$ cat src/lsd_pkg.sv
package lsd_pkg;

   localparam int LSD_LEVEL_BITS = 12;
   localparam int TIMER_BITS = 16;
   localparam int CSR_DATA_BITS = 32;
   localparam int CSR_ADDR_BITS = 3;
   localparam int OPCODE_BITS = 3;

   localparam logic [TIMER_BITS-1:0] FLASH_TICKS_RESET = TIMER_BITS'(100);
   localparam int STEP_SIZE_RESET = 16;

   localparam logic [1:0] BLINK_LAST_PHASE = 2'd3;

   typedef enum logic [OPCODE_BITS-1:0] {
      OP_TICK    = 3'd0,
      OP_STEP    = 3'd1,
      OP_REVERSE = 3'd2,
      OP_TURN_ON = 3'd3,
      OP_OFF     = 3'd4
   } opcode_type;

   typedef enum logic [0:0] {
      REG_STEP_SIZE   = 1'b0,
      REG_FLASH_TICKS = 1'b1
   } reg_index_type;

endpackage

$ cat src/led_step_dimmer_with_limit_flash_core.sv
// Two-channel lamp level controller with boundary blink.
// Request channel: req_valid/req_stall carry an opcode (tick, step, reverse,
// turn on, turn off), the battery limit and, for turn on, mode and level.
// Response channel: rsp_valid/rsp_stall return one response per request with
// the cool and warm drive levels, the stored level and lamp/blink status.
// Configuration: APB-style csr_ port; step size at 0x0, blink phase length in
// ticks at 0x4. Write only while no request is outstanding.
// Responses are registered, in the skid register when an older one still waits.
// Throughput: one request per cycle while req_stall is low; all state updates in a
// single add and compare stage between the request and the response register.
// Stall: a two-entry output (response register plus skid register) lets one
// further request in while a response waits; req_stall rises once the skid
// register holds a response, and lowers when the receiver takes one.
// Reset: lamp off, warm selected, level at full scale, direction down, no
// blink, step size 16, blink phase 100 ticks; no response pending.
module led_step_dimmer_with_limit_flash_core
   import lsd_pkg::*;
#(
   parameter int LEVEL_BITS = LSD_LEVEL_BITS
) (
   input  logic                     clock,
   input  logic                     reset,
   input  logic                     req_valid,
   output logic                     req_stall,
   input  logic [OPCODE_BITS-1:0]   req_opcode,
   input  logic [LEVEL_BITS-1:0]    req_battery_limit,
   input  logic                     req_cool_mode,
   input  logic [LEVEL_BITS-1:0]    req_level_request,
   output logic                     rsp_valid,
   input  logic                     rsp_stall,
   output logic [LEVEL_BITS-1:0]    rsp_cool_drive,
   output logic [LEVEL_BITS-1:0]    rsp_warm_drive,
   output logic [LEVEL_BITS-1:0]    rsp_current_level,
   output logic                     rsp_lamp_is_on,
   output logic                     rsp_flashing,
   input  logic                     csr_psel,
   input  logic                     csr_penable,
   input  logic                     csr_pwrite,
   input  logic [CSR_ADDR_BITS-1:0] csr_paddr,
   input  logic [CSR_DATA_BITS-1:0] csr_pwdata,
   output logic [CSR_DATA_BITS-1:0] csr_prdata,
   output logic                     csr_pready
);

   localparam int RES_BITS = 3 * LEVEL_BITS + 2;

   logic [LEVEL_BITS-1:0] step_size_ff;
   logic [TIMER_BITS-1:0] flash_ticks_ff;
   logic                  csr_write;
   reg_index_type         csr_index;

   logic                  accept;
   logic                  pop;
   logic [RES_BITS-1:0]   res_new;
   logic [RES_BITS-1:0]   out_ff, out_in;
   logic [RES_BITS-1:0]   skid_ff, skid_in;
   logic                  out_valid_ff, out_valid_in;
   logic                  skid_valid_ff, skid_valid_in;

   logic [LEVEL_BITS-1:0] core_cool;
   logic [LEVEL_BITS-1:0] core_warm;
   logic [LEVEL_BITS-1:0] core_level;
   logic                  core_on;
   logic                  core_flash;

   assign csr_pready = 1'b1;
   assign csr_index = reg_index_type'(csr_paddr[2]);
   assign csr_write = csr_psel && csr_penable && csr_pwrite && csr_pready;

   always_comb begin
      unique case (csr_index)
         REG_STEP_SIZE:   csr_prdata = CSR_DATA_BITS'(step_size_ff);
         REG_FLASH_TICKS: csr_prdata = CSR_DATA_BITS'(flash_ticks_ff);
         default:         csr_prdata = '0;
      endcase
   end

   always_ff @(posedge clock) begin
      if (reset) begin
         step_size_ff <= LEVEL_BITS'(STEP_SIZE_RESET);
         flash_ticks_ff <= FLASH_TICKS_RESET;
      end else if (csr_write) begin
         if (csr_index == REG_STEP_SIZE) begin
            step_size_ff <= csr_pwdata[LEVEL_BITS-1:0];
         end else begin
            flash_ticks_ff <= csr_pwdata[TIMER_BITS-1:0];
         end
      end
   end

   assign req_stall = skid_valid_ff;
   assign accept = req_valid && !req_stall;
   assign pop = out_valid_ff && !rsp_stall;

   lsd_core #(
      .LEVEL_BITS(LEVEL_BITS)
   ) u_core (
      .clock            (clock),
      .reset            (reset),
      .accept           (accept),
      .opcode           (req_opcode),
      .battery_limit    (req_battery_limit),
      .cool_mode        (req_cool_mode),
      .level_request    (req_level_request),
      .step_size        (step_size_ff),
      .flash_phase_ticks(flash_ticks_ff),
      .cool_drive       (core_cool),
      .warm_drive       (core_warm),
      .current_level    (core_level),
      .lamp_is_on       (core_on),
      .flashing         (core_flash)
   );

   assign res_new = {core_cool, core_warm, core_level, core_on, core_flash};

   always_comb begin
      out_in = out_ff;
      skid_in = skid_ff;
      out_valid_in = out_valid_ff;
      skid_valid_in = skid_valid_ff;
      if (skid_valid_ff) begin
         if (pop) begin
            out_in = skid_ff;
            skid_valid_in = 1'b0;
         end
      end else if (accept) begin
         if (out_valid_ff && !pop) begin
            skid_in = res_new;
            skid_valid_in = 1'b1;
         end else begin
            out_in = res_new;
            out_valid_in = 1'b1;
         end
      end else if (pop) begin
         out_valid_in = 1'b0;
      end
   end

   always_ff @(posedge clock) begin
      if (reset) begin
         out_valid_ff <= 1'b0;
         skid_valid_ff <= 1'b0;
      end else begin
         out_valid_ff <= out_valid_in;
         skid_valid_ff <= skid_valid_in;
      end
   end

   always_ff @(posedge clock) begin
      out_ff <= out_in;
      skid_ff <= skid_in;
   end

   assign rsp_valid = out_valid_ff;
   assign rsp_cool_drive = out_ff[RES_BITS-1 -: LEVEL_BITS];
   assign rsp_warm_drive = out_ff[2*LEVEL_BITS+1 -: LEVEL_BITS];
   assign rsp_current_level = out_ff[LEVEL_BITS+1 -: LEVEL_BITS];
   assign rsp_lamp_is_on = out_ff[1];
   assign rsp_flashing = out_ff[0];

   skid_needs_out: assert property (@(posedge clock) disable iff (reset)
      skid_valid_ff |-> out_valid_ff)
      else $error("skid register full while response register empty");

   one_channel_lit: assert property (@(posedge clock) disable iff (reset)
      rsp_valid |-> (rsp_cool_drive == '0) || (rsp_warm_drive == '0))
      else $error("both channels driven");

   flash_needs_on: assert property (@(posedge clock) disable iff (reset)
      rsp_valid && rsp_flashing |-> rsp_lamp_is_on)
      else $error("blink reported with lamp off");

   accept_gives_rsp: assert property (@(posedge clock) disable iff (reset)
      accept |=> rsp_valid)
      else $error("accepted request produced no response");

endmodule

$ cat src/lsd_core.sv
module lsd_core
   import lsd_pkg::*;
#(
   parameter int LEVEL_BITS = LSD_LEVEL_BITS
) (
   input  logic                   clock,
   input  logic                   reset,
   input  logic                   accept,
   input  logic [OPCODE_BITS-1:0] opcode,
   input  logic [LEVEL_BITS-1:0]  battery_limit,
   input  logic                   cool_mode,
   input  logic [LEVEL_BITS-1:0]  level_request,
   input  logic [LEVEL_BITS-1:0]  step_size,
   input  logic [TIMER_BITS-1:0]  flash_phase_ticks,
   output logic [LEVEL_BITS-1:0]  cool_drive,
   output logic [LEVEL_BITS-1:0]  warm_drive,
   output logic [LEVEL_BITS-1:0]  current_level,
   output logic                   lamp_is_on,
   output logic                   flashing
);

   logic                  lamp_on_ff, lamp_on_in;
   logic                  cool_ff, cool_in;
   logic [LEVEL_BITS-1:0] level_ff, level_in;
   logic                  dimming_ff, dimming_in;
   logic                  blink_active_ff, blink_active_in;
   logic [1:0]            blink_phase_ff, blink_phase_in;
   logic [TIMER_BITS-1:0] blink_timer_ff, blink_timer_in;
   logic [LEVEL_BITS-1:0] blink_level_ff, blink_level_in;

   logic signed [LEVEL_BITS+1:0] step_next;
   logic signed [LEVEL_BITS+1:0] limit_ext;
   logic signed [LEVEL_BITS+1:0] step_ext;
   logic [TIMER_BITS-1:0]        timer_inc;
   logic [LEVEL_BITS-1:0]        shown;
   opcode_type                   op;

   always_comb begin
      op = opcode_type'(opcode);
      limit_ext = $signed({2'b00, battery_limit});
      step_ext = $signed({2'b00, step_size});
      if (dimming_ff) begin
         step_next = $signed({2'b00, level_ff}) - step_ext;
      end else begin
         step_next = $signed({2'b00, level_ff}) + step_ext;
      end
      timer_inc = (blink_timer_ff != '1) ? blink_timer_ff + 1'b1 : blink_timer_ff;

      lamp_on_in = lamp_on_ff;
      cool_in = cool_ff;
      level_in = level_ff;
      dimming_in = dimming_ff;
      blink_active_in = blink_active_ff;
      blink_phase_in = blink_phase_ff;
      blink_timer_in = blink_timer_ff;
      blink_level_in = blink_level_ff;

      unique case (op)
         OP_TICK: begin
            if (blink_active_ff) begin
               if (timer_inc >= flash_phase_ticks) begin
                  blink_timer_in = '0;
                  if (blink_phase_ff == BLINK_LAST_PHASE) begin
                     blink_active_in = 1'b0;
                     blink_phase_in = '0;
                  end else begin
                     blink_phase_in = blink_phase_ff + 1'b1;
                  end
               end else begin
                  blink_timer_in = timer_inc;
               end
            end
         end
         OP_STEP: begin
            if (lamp_on_ff) begin
               if (step_next >= limit_ext) begin
                  level_in = battery_limit;
                  if (level_ff != battery_limit) begin
                     blink_level_in = battery_limit;
                     blink_phase_in = '0;
                     blink_timer_in = '0;
                     blink_active_in = 1'b1;
                  end
               end else if (step_next <= step_ext) begin
                  level_in = (step_size > battery_limit) ? battery_limit : step_size;
                  if (level_ff != step_size) begin
                     blink_level_in = step_size;
                     blink_phase_in = '0;
                     blink_timer_in = '0;
                     blink_active_in = 1'b1;
                  end
               end else begin
                  level_in = step_next[LEVEL_BITS-1:0];
               end
            end
         end
         OP_REVERSE: begin
            dimming_in = ~dimming_ff;
         end
         OP_TURN_ON: begin
            lamp_on_in = 1'b1;
            cool_in = cool_mode;
            level_in = (level_request > battery_limit) ? battery_limit : level_request;
         end
         OP_OFF: begin
            lamp_on_in = 1'b0;
            blink_active_in = 1'b0;
            blink_phase_in = '0;
            blink_timer_in = '0;
         end
         default: begin
         end
      endcase

      shown = '0;
      if (lamp_on_in) begin
         if (blink_active_in) begin
            shown = blink_phase_in[0] ? blink_level_in : '0;
         end else begin
            shown = level_in;
         end
      end
      cool_drive = cool_in ? shown : '0;
      warm_drive = cool_in ? '0 : shown;
      current_level = level_in;
      lamp_is_on = lamp_on_in;
      flashing = blink_active_in;
   end

   always_ff @(posedge clock) begin
      if (reset) begin
         lamp_on_ff <= 1'b0;
         cool_ff <= 1'b0;
         level_ff <= '1;
         dimming_ff <= 1'b1;
         blink_active_ff <= 1'b0;
         blink_phase_ff <= '0;
         blink_timer_ff <= '0;
         blink_level_ff <= '0;
      end else if (accept) begin
         lamp_on_ff <= lamp_on_in;
         cool_ff <= cool_in;
         level_ff <= level_in;
         dimming_ff <= dimming_in;
         blink_active_ff <= blink_active_in;
         blink_phase_ff <= blink_phase_in;
         blink_timer_ff <= blink_timer_in;
         blink_level_ff <= blink_level_in;
      end
   end

   bl_needs_lamp: assert property (@(posedge clock) disable iff (reset)
      blink_active_ff |-> lamp_on_ff)
      else $error("blink active while lamp off");

   phase_idle_zero: assert property (@(posedge clock) disable iff (reset)
      !blink_active_ff |-> (blink_phase_ff == '0))
      else $error("blink phase not cleared when idle");

   hold_when_idle: assert property (@(posedge clock) disable iff (reset)
      $past(!accept) && !$past(reset) |-> $stable(level_ff) && $stable(lamp_on_ff))
      else $error("state changed without a request");

endmodule

$ cat config.mk
export PLATFORM = sky130hd
export DESIGN_NAME = led_step_dimmer_with_limit_flash_core
export DESIGN_NICKNAME = d
export VERILOG_FILES = /design/src/lsd_pkg.sv /design/src/led_step_dimmer_with_limit_flash_core.sv /design/src/lsd_core.sv
export SDC_FILE = /design/constraint.sdc
export NUM_CORES = 1
export LEC_CHECK = 0
export BUFFER_PORTS_ARGS = -buffer_cell sky130_fd_sc_hd__buf_2
export CAP_MARGIN = 30
export CELL_PAD_IN_SITES_DETAIL_PLACEMENT = 1
export CELL_PAD_IN_SITES_GLOBAL_PLACEMENT = 2
export CORE_MARGIN = 5
export CORE_UTILIZATION = 35
export CTS_BUF_LIST = sky130_fd_sc_hd__clkbuf_8
export CTS_CLUSTER_SIZE = 8
export DETAILED_ROUTE_END_ITERATION = 10
export GPL_TIMING_DRIVEN = 0
export PLACE_DENSITY = 0.79
export SYNTH_ARGS = -nofsm -noshare
export SYNTH_HDL_FRONTEND = slang
export SYNTH_HIERARCHICAL = 1
export SYNTH_SLANG_ARGS = --single-unit
$ cat constraint.sdc
create_clock -name clock -period 6.6 [get_ports clock]
set_input_delay 0.99 -clock clock [delete_from_list [all_inputs] [get_ports clock]]
set_output_delay 0.99 -clock clock [all_outputs]
set_load 0.01 [all_outputs]
==> results of run 1 <==
## repair_timing
action	in CTS	in global routing
pin swaps	0	0
gates resized for setup	2	7
gates cloned	0	0
setup endpoints to repair	6	56
## cells in the mapped netlist (all sizes together), types with 15 or more instances
cell type,instances,area (µm²)
ha,89,1110
nor2,60,228
dfxtp,76,1520
xnor2,32,280
inv,78,293
a211oi,24,185
a21oi,58,290
nand2b,54,338
nor3,25,125
mux2i,47,470
o21ai,62,314
o221ai,15,131
clkbuf,36,135
buf,36,255
mux2,52,586
nand3,26,130
o22ai,32,200
nand4,27,175
edfxtp,76,2280
nand2,53,201
## power breakdown
part           switching [mW]  total (mW)  internal, mW
combinational           0.326       0.526         0.200
sequential             0.0248        1.06          1.04
clock                   0.430       0.706         0.276
## through the flow
stage / setup TNS [ns] / utilization / setup WS, ns / total power, mW
floorplan: 0 / - / 1.70 / 1.41
global placement: 0 / 0.388 / 0.0243 / 1.58
detailed placement: -0.157 / 0.390 / -0.119 / 1.60
CTS: 0 / 0.402 / 0.0170 / 2.31
global route: 0 / 0.403 / 0.0554 / 2.41
finish: 0 / 0.403 / 0.318 / 2.29
## sequential cells by signal, indices dropped and copies added, names as in the netlist
register / flops
step_size_ff: 12
skid_ff: 38
u_core/lamp_on_ff: 1
u_core/dimming_ff: 1
rsp_valid: 1
u_core/blink_active_ff: 1
u_core/level_ff: 12
u_core/cool_ff: 1
req_stall: 1
u_core/blink_phase_ff: 2
u_core/blink_timer_ff: 16
u_core/blink_level_ff: 12
flash_ticks_ff: 16
out_ff: 38
## cell families after synthesis
group / count (synthesis)
adders and majority gates: 91
muxes: 99
xor gates and xnor gates: 35
and+or+nand+nor: 319
AOI/OAI and AO/OA: 298
buffers and inverters: 151
other: 2
DFF: 152
## critical path, stage by stage (launching register included)
cell	delay, ns
dfxtp_1	0.66
inv_1	0.28
ha_1	0.38
nand2b_1	0.17
a2111o_1	0.44
a211oi_1	0.23
a31oi_1	0.08
xnor2_1	0.31
inv_1	0.11
ha_1	0.30
a211o_1	0.29
o211ai_1	0.09
a21oi_1	0.11
a211o_1	0.27
clkbuf_1	0.25
o31ai_2	0.57
a32oi_1	0.19
a221oi_1	0.75
o22ai_1	0.26
mux2_2	0.31
## cell usage in the layout (no fill, tap or decap), types with 6 or more instances in the layout
cell type    n
o211ai_1    13
inv_6        7
a211oi_1    23
and2_1      11
a22oi_1      6
a32oi_1      6
nor4_1       7
o21ai_0     59
buf_2      113
o221ai_1    15
o21a_1       6
clkbuf_1    35
nand4_1     26
edfxtp_1    76
a31oi_1     11
and3_1      10
buf_4       20
o22ai_1     32
nand2_1     52
clkbuf_8    17
nand3_1     26
inv_1       78
ha_1        89
mux2i_1     47
nand2b_1    54
dfxtp_1     76
xnor2_1     32
mux2_2      52
or3_1        9
conb_1      17
nor2_1      58
nor2b_1     12
a21oi_1     57
nor3_1      25
## cell type report
type	count	area, µm²	area share
timing repair buffer	105	554	0.0451
buffer	72	392	0.0319
multi-input combinational	859	6380	0.519
clock buffer	17	234	0.0190
tap	396	495	0.0403
sequential	152	3800	0.310
clock inverter	15	135	0.0110
inverter	79	297	0.0241
## routing by layer
layer | track usage | part of all wire
met1 | 0.284 | 0.45
met2 | 0.361 | 0.48
met3 | 0.0275 | 0.047
met5 | 0 | 0.00032
met4 | 0.0661 | 0.027
## worst min path at each step
| stage | from | depth (start not counted) | slack [ns] | to |
|---|---|---|---|---|
| floorplan | u_core/cool_ff$_SDFFE_PP0P_ | 2 | 0.45 | u_core/cool_ff$_SDFFE_PP0P_ |
| global placement | u_core/cool_ff$_SDFFE_PP0P_ | 2 | 0.47 | u_core/cool_ff$_SDFFE_PP0P_ |
| detailed placement | u_core/cool_ff$_SDFFE_PP0P_ | 2 | 0.48 | u_core/cool_ff$_SDFFE_PP0P_ |
| CTS | u_core/cool_ff$_SDFFE_PP0P_ | 2 | 0.50 | u_core/cool_ff$_SDFFE_PP0P_ |
| global route | u_core/blink_level_ff[0]$_SDFFE_PP0P_ | 2 | 0.52 | u_core/blink_level_ff[0]$_SDFFE_PP0P_ |
| finish | u_core/cool_ff$_SDFFE_PP0P_ | 2 | 0.50 | u_core/cool_ff$_SDFFE_PP0P_ |
==> summary.txt, run 1 <==
Critical path
  – Critical path data arrival time: approximately 6.5 ns
  – Setup CP Type: reg2reg
  – Crit path required time: slightly below 7 ns
  – Capturing point of the worst reg2reg path: out_ff[21]$_DFFE_PP_
  – Crit path to: out_ff[21]$_DFFE_PP_
  – Worst setup path start: step_size_ff[1]$_SDFFE_PP0P_
  – Reg2reg start: step_size_ff[1]$_SDFFE_PP0P_
  – R2R setup slack: 0.32 ns
  – CP Launch Type: flop
  – Critical-path maximum fanout: 9
  – Reg2reg path depth: 19
  – Crit. End Element: flop

STA
  – Final Max Tran Viols: 0
  – Final hold slack: 0.499 ns
  – Fin Clk Skew: 0.0201 ns
  – RSZ-0062 raised after global routing: false
  – Worst-margin pin slew: a little over 0.9 ns
  – Max Freq: roughly 160 MHz
  – Setup violators final: 0
  – Crit path time final: ~6.3 ns
  – Fin. Hold Viols: 0
  – Final worst path period share: 0.952
  – Normalized max-slew margin: 0.386

Yosys
  – Synth Area in Simple Gates: 0.160
  – Sequential area share after synthesis: 0.353
  – Top FF cell, synth: edfxtp_1
  – Mean post-synth cell area: between 9 and 10 µm²
  – Mapped Area: 10800 µm²
  – EDFF count, synth: 76
  – Post-synthesis xor/xnor area fraction: 0.0285
  – Async S/R FF share, synth: 0
  – Largest family of logic cells by synthesized area: compound AO/OA/AOI/OAI gates
  – Synth Area in Compound Gates: 0.188
  – Netlist cell types: 84
  – Synth Register Bits: 152
  – Mux cell area share after synthesis: 0.0981
  – Yosys warns: 6
  – Post-Synthesis Cells: 1147
  – Synth Area in Adders: 0.107

CTS
  – CTS sink count: 152
  – TritonCTS clock tree: built
  – Clk pin slew, worst setup/hold paths: roughly 0.1 ns
  – Clock Path Buffers: 2
  – Clock Latency Late Sink: 0.47 ns
  – Setup bufs post-CTS: 0
  – H-Tree Depth: 4
  – CTS buffer count: 17
  – Root Buffer: clkbuf_8
  – Hold-fix buffers, CTS: 0

Routing
  – Post-route ant nets: 0
  – Initial drt markers: between 600 and 700
  – Via/cell ratio: around 5.7
  – Via count: slightly below 10000
  – # DRC: 0
  – DRT Pass-1 Iters: 5
  – Final wirelength: roughly 37 mm
  – Routed WL per cell: 22.0 µm

Die
  – Chip width: ~190 µm
  – Die Ht: 185 µm
  – Initial Utilization: 0.353
  – Core area: 30500 µm²
  – Top Ports: roughly 140
  – Total die area: around 34000 µm²
  – # rows: between 60 and 70

Run status
  – Status: finished, final reports clean

Finish
  – Layout cell share with drive strength beyond 1: 0.190
  – Post-Layout Cell Count: roughly 1700
  – Layout fillers: 3564
  – Finished layout cell area: about 12000 µm²
  – Antenna cells: 0
  – Synth-to-Final Area Change: 14.2%
  – Nets: roughly 1400

Power
  – Leak Pwr: approximately 4.7 nW
  – Pwr Density: 187 nW/µm²
  – Maximum VDD drop: about 0.12 mV

GRT
  – Antenna violations before repair: 1
  – First-pass GRT wire length: 56.7 mm
  – Largest net degree at the start of global routing: 36
  – Grt ovf: 0
  – Vias in the first global route: 9801
  – GRT Resource Usage Total: 0.213

Min path
  – Hold crit path type: reg2reg

Placed design
  – IO buf count: 102
  – DPL Wire Length: roughly 30 mm
  – DP Area: 11900 µm²
  – Inst Count DP: around 1700
  – GPL Wtd Cong: roughly 0.9

Run
  – Max-Cap Viols: 0
Note: power is estimated with default switching activity, not from simulation.
==> run 2, diff against run 1 <==
--- a/config.mk
+++ b/config.mk
@@ -8,3 +8,2 @@
 export BUFFER_PORTS_ARGS = -buffer_cell sky130_fd_sc_hd__buf_2
-export CAP_MARGIN = 30
 export CELL_PAD_IN_SITES_DETAIL_PLACEMENT = 1
--- a/constraint.sdc
+++ b/constraint.sdc
@@ -3,2 +3,2 @@
 set_output_delay 0.99 -clock clock [all_outputs]
-set_load 0.01 [all_outputs]
+set_load 0.1 [all_outputs]
==> run 2 against run 1 <==
Net effect:
- worst hold slack lost 0.0026 ns
- worst setup slack is essentially flat
- critical path depth grew 1
- clock power is essentially flat
==> summary.txt, run 2 (synthesis results as in run 1) <==
Critical path
  – Critical-path maximum fanout: 10 (was 9)
  – Crit path required time: 6.81 ns (was 6.83 ns)
  – Setup CP Type: reg2reg (unchanged)
  – R2R setup slack: 0.32 ns (about the same)
  – Crit-path cells: inv_1 > ha_1 > nand2b_1 > a2111o_1 > a211oi_1 > a31oi_1 > xnor2_1 > inv_1 > ha_1 > a211o_1 > o211ai_1 > a21oi_1 > a211o_1 > clkbuf_1 > o21ai_4 > nand3_1 > o2111ai_1 > buf_2 > o22ai_1 > mux2_2 (was inv_1 > ha_1 > nand2b_1 > a2111o_1 > a211oi_1 > a31oi_1 > xnor2_1 > inv_1 > ha_1 > a211o_1 > o211ai_1 > a21oi_1 > a211o_1 > clkbuf_1 > o31ai_2 > a32oi_1 > a221oi_1 > o22ai_1 > mux2_2)
  – CP bufs+invs: 4 (was 3)
  – Capturing point of the worst reg2reg path: out_ff[31]$_DFFE_PP_ (was out_ff[21]$_DFFE_PP_)
  – Reg2reg start: step_size_ff[1]$_SDFFE_PP0P_ (unchanged)
  – Slowest-stage cell, CP: dfxtp_1 (was a221oi_1)
  – CP Launch Type: flop (unchanged)
  – Largest stage delay, worst path: 0.66 ns (was 0.75 ns)
  – Crit. End Element: flop (unchanged)
  – Crit path max-delay family: compound AO/OA/AOI/OAI gates (unchanged)
  – Critical path data arrival time: 6.50 ns (was 6.51 ns)
  – Reg2reg path depth: 20 (was 19)

CTS
  – Clock Latency Late Sink: 0.46 ns (was 0.47 ns)
  – H-Tree Depth: 4 (unchanged)
  – Clk pin slew, worst setup/hold paths: 0.10 ns (about the same)
  – Clock Path Buffers: 2 (unchanged)
  – CTS buffer count: 17 (unchanged)
  – Root Buffer: clkbuf_8 (unchanged)
  – CTS sink count: 152 (unchanged)
  – Setup bufs post-CTS: 0 (unchanged)
  – TritonCTS clock tree: built (unchanged)

STA
  – Crit path time final: 6.28 ns (about the same)
  – Final worst path period share: 0.952 (about the same)
  – Fin Clk Skew: 0.0164 ns (was 0.0201 ns)
  – Worst-margin pin slew: 1.08 ns (was 0.913 ns)
  – Max Freq: 159 MHz (about the same)
  – RSZ-0062 raised after global routing: false (unchanged)
  – Normalized max-slew margin: 0.273 (was 0.386)
  – Fin. Hold Viols: 0 (unchanged)
  – Setup ws final: 0.317 ns (was 0.318 ns)
  – Final Max Tran Viols: 0 (unchanged)
  – Setup violators final: 0 (unchanged)

Die
  – Chip width: 185 µm (unchanged)
  – Initial Utilization: 0.353 (unchanged)
  – # rows: 64 (unchanged)
  – Total die area: 34400 µm² (unchanged)
  – Core area: 30500 µm² (unchanged)
  – Die Ht: 185 µm (unchanged)
  – Top Ports: 143 (unchanged)

Finish
  – Commonest non-fill, non-tap cell in the layout: buf_2 (unchanged)
  – Largest regs: out_ff (38), skid_ff (38) (unchanged)
  – Nets: 1446 (was 1447)
  – Most frequent cells in the layout: buf_2, ha_1, inv_1 (unchanged)
  – Post-Layout Cell Count: 1693 (was 1695)
  – Antenna cells: 0 (unchanged)
  – Layout cell share with drive strength beyond 1: 0.189 (was 0.190)
  – Synth-to-Final Area Change: 14.1% (was 14.2%)

Placed design
  – DPL Wire Length: 29.6 mm (was 29.7 mm)
  – Inst Count DP: 1662 (was 1663)
  – Pre-CTS setup slack: -0.112 ns (was -0.119 ns)
  – IO buf count: 102 (unchanged)
  – GPL Wtd Cong: 0.902 (unchanged)

Min path
  – WHS Endpoint: u_core/cool_ff$_SDFFE_PP0P_ (unchanged)
  – Hold crit path type: reg2reg (unchanged)
  – Worst hold path cell count: 2 (unchanged)
  – Start point of the worst hold path: u_core/cool_ff$_SDFFE_PP0P_ (unchanged)

Power
  – Pwr Density: 204 nW/µm² (was 187 nW/µm²)
  – Leak Pwr: 4.73 nW (about the same)
  – Maximum VDD drop: 0.107 mV (was 0.119 mV)
  – Clk pwr share: 0.283 (was 0.308)
  – Total power: 2.50 mW (was 2.29 mW)
  – Comb power frac: 0.293 (was 0.229)
  – Sw power: 988 µW (was 781 µW)
  – Switch share: 0.395 (was 0.341)
  – P_int: 1.51 mW (about the same)
  – Sequential share of power: 0.424 (was 0.463)

GRT
  – Antenna violations before repair: 0 (was 1)
  – First-pass GRT wire length: 57.1 mm (was 56.7 mm)
  – GRT Resource Usage Total: 0.215 (was 0.213)
  – Grt ovf: 0 (unchanged)
  – Vias in the first global route: 9865 (was 9801)
  – Largest net degree at the start of global routing: 36 (unchanged)

Routing
  – # DRC: 0 (unchanged)
  – Post-route ant nets: 0 (unchanged)
  – Initial drt markers: 731 (was 616)
  – Via/cell ratio: 5.70 (was 5.72)
  – Routed WL per cell: 22.1 µm (was 22.0 µm)
  – DRT Pass-1 Iters: 5 (unchanged)
  – Final wirelength: 37.4 mm (was 37.3 mm)
  – Via count: 9649 (was 9693)

Run status
  – Status: finished, final reports clean (unchanged)

Run
  – Max-Cap Viols: 0 (unchanged)
## run 2: how the worst max path moves through the flow
stage	start	depth (start not counted)	to	slack, ns
floorplan	step_size_ff[4]$_SDFFE_PP1P_	20	out_ff[22]$_DFFE_PP_	1.70
global placement	step_size_ff[4]$_SDFFE_PP1P_	17	out_ff[20]$_DFFE_PP_	0.02
detailed placement	step_size_ff[4]$_SDFFE_PP1P_	17	out_ff[20]$_DFFE_PP_	-0.11
CTS	step_size_ff[4]$_SDFFE_PP1P_	18	out_ff[31]$_DFFE_PP_	0.05
global route	step_size_ff[1]$_SDFFE_PP0P_	20	out_ff[17]$_DFFE_PP_	0.0005
finish	step_size_ff[1]$_SDFFE_PP0P_	20	out_ff[31]$_DFFE_PP_	0.32
## run 2: per-stage QoR
stage | cell area, µm² | utilization | setup TNS [ns] | hold slack (ns)
after global placement | 11800 | 0.388 | 0 | 0.469
after floorplan | 10800 | - | 0 | 0.454
after detailed placement | 11900 | 0.389 | -0.125 | 0.484
after global routing | 12300 | 0.402 | 0 | 0.520
after CTS | 12300 | 0.402 | 0 | 0.499
final | 12300 | 0.402 | 0 | 0.497
## run 2: repair_timing
| action | CTS | global route |
|---|---|---|
| gates resized for setup | 2 | 4 |
| endpoints found under the hold margin | 0 | 0 |
| gates cloned | 0 | 0 |
| hold buffers | 0 | 0 |
| endpoints found under the setup margin | 3 | 58 |
## run 2: area by class of cell
class,count,area [µm²]
plain buffers,72,390
well taps,396,495
repair buffers,104,551
flip-flops and latches,152,3800
inverters,79,297
fillers,3567,18200
clock buffers,17,234
clock inverters,14,134
multi-input cells,859,6370
## run 2: worst min-delay path, cell delays in order, from the launching register on
cell	delay, ns
dfxtp_1	0.32
o21ai_0	0.07
a21oi_1	0.06
## run 2: routing by layer
layer / vias up / wire length, µm / GRT usage
met2: 300 / 18000 / 0.367
met5: - / 0 / 0
met1: 4755 / 16900 / 0.286
met4: 0 / 862 / 0.0581
li1: 4553 / - / -
met3: 41 / 1690 / 0.0281
## run 2: power by group through the flow
stage | Clock (mW) | Combinational, mW | Sequential, mW
2_1_floorplan | 0 | 0.386 | 1.24
3_3_place_gp | 0 | 0.706 | 1.08
3_5_place_dp | 0 | 0.722 | 1.08
5_1_grt | 0.771 | 0.780 | 1.06
6_report | 0.707 | 0.732 | 1.06
4_1_cts | 0.732 | 0.726 | 1.06
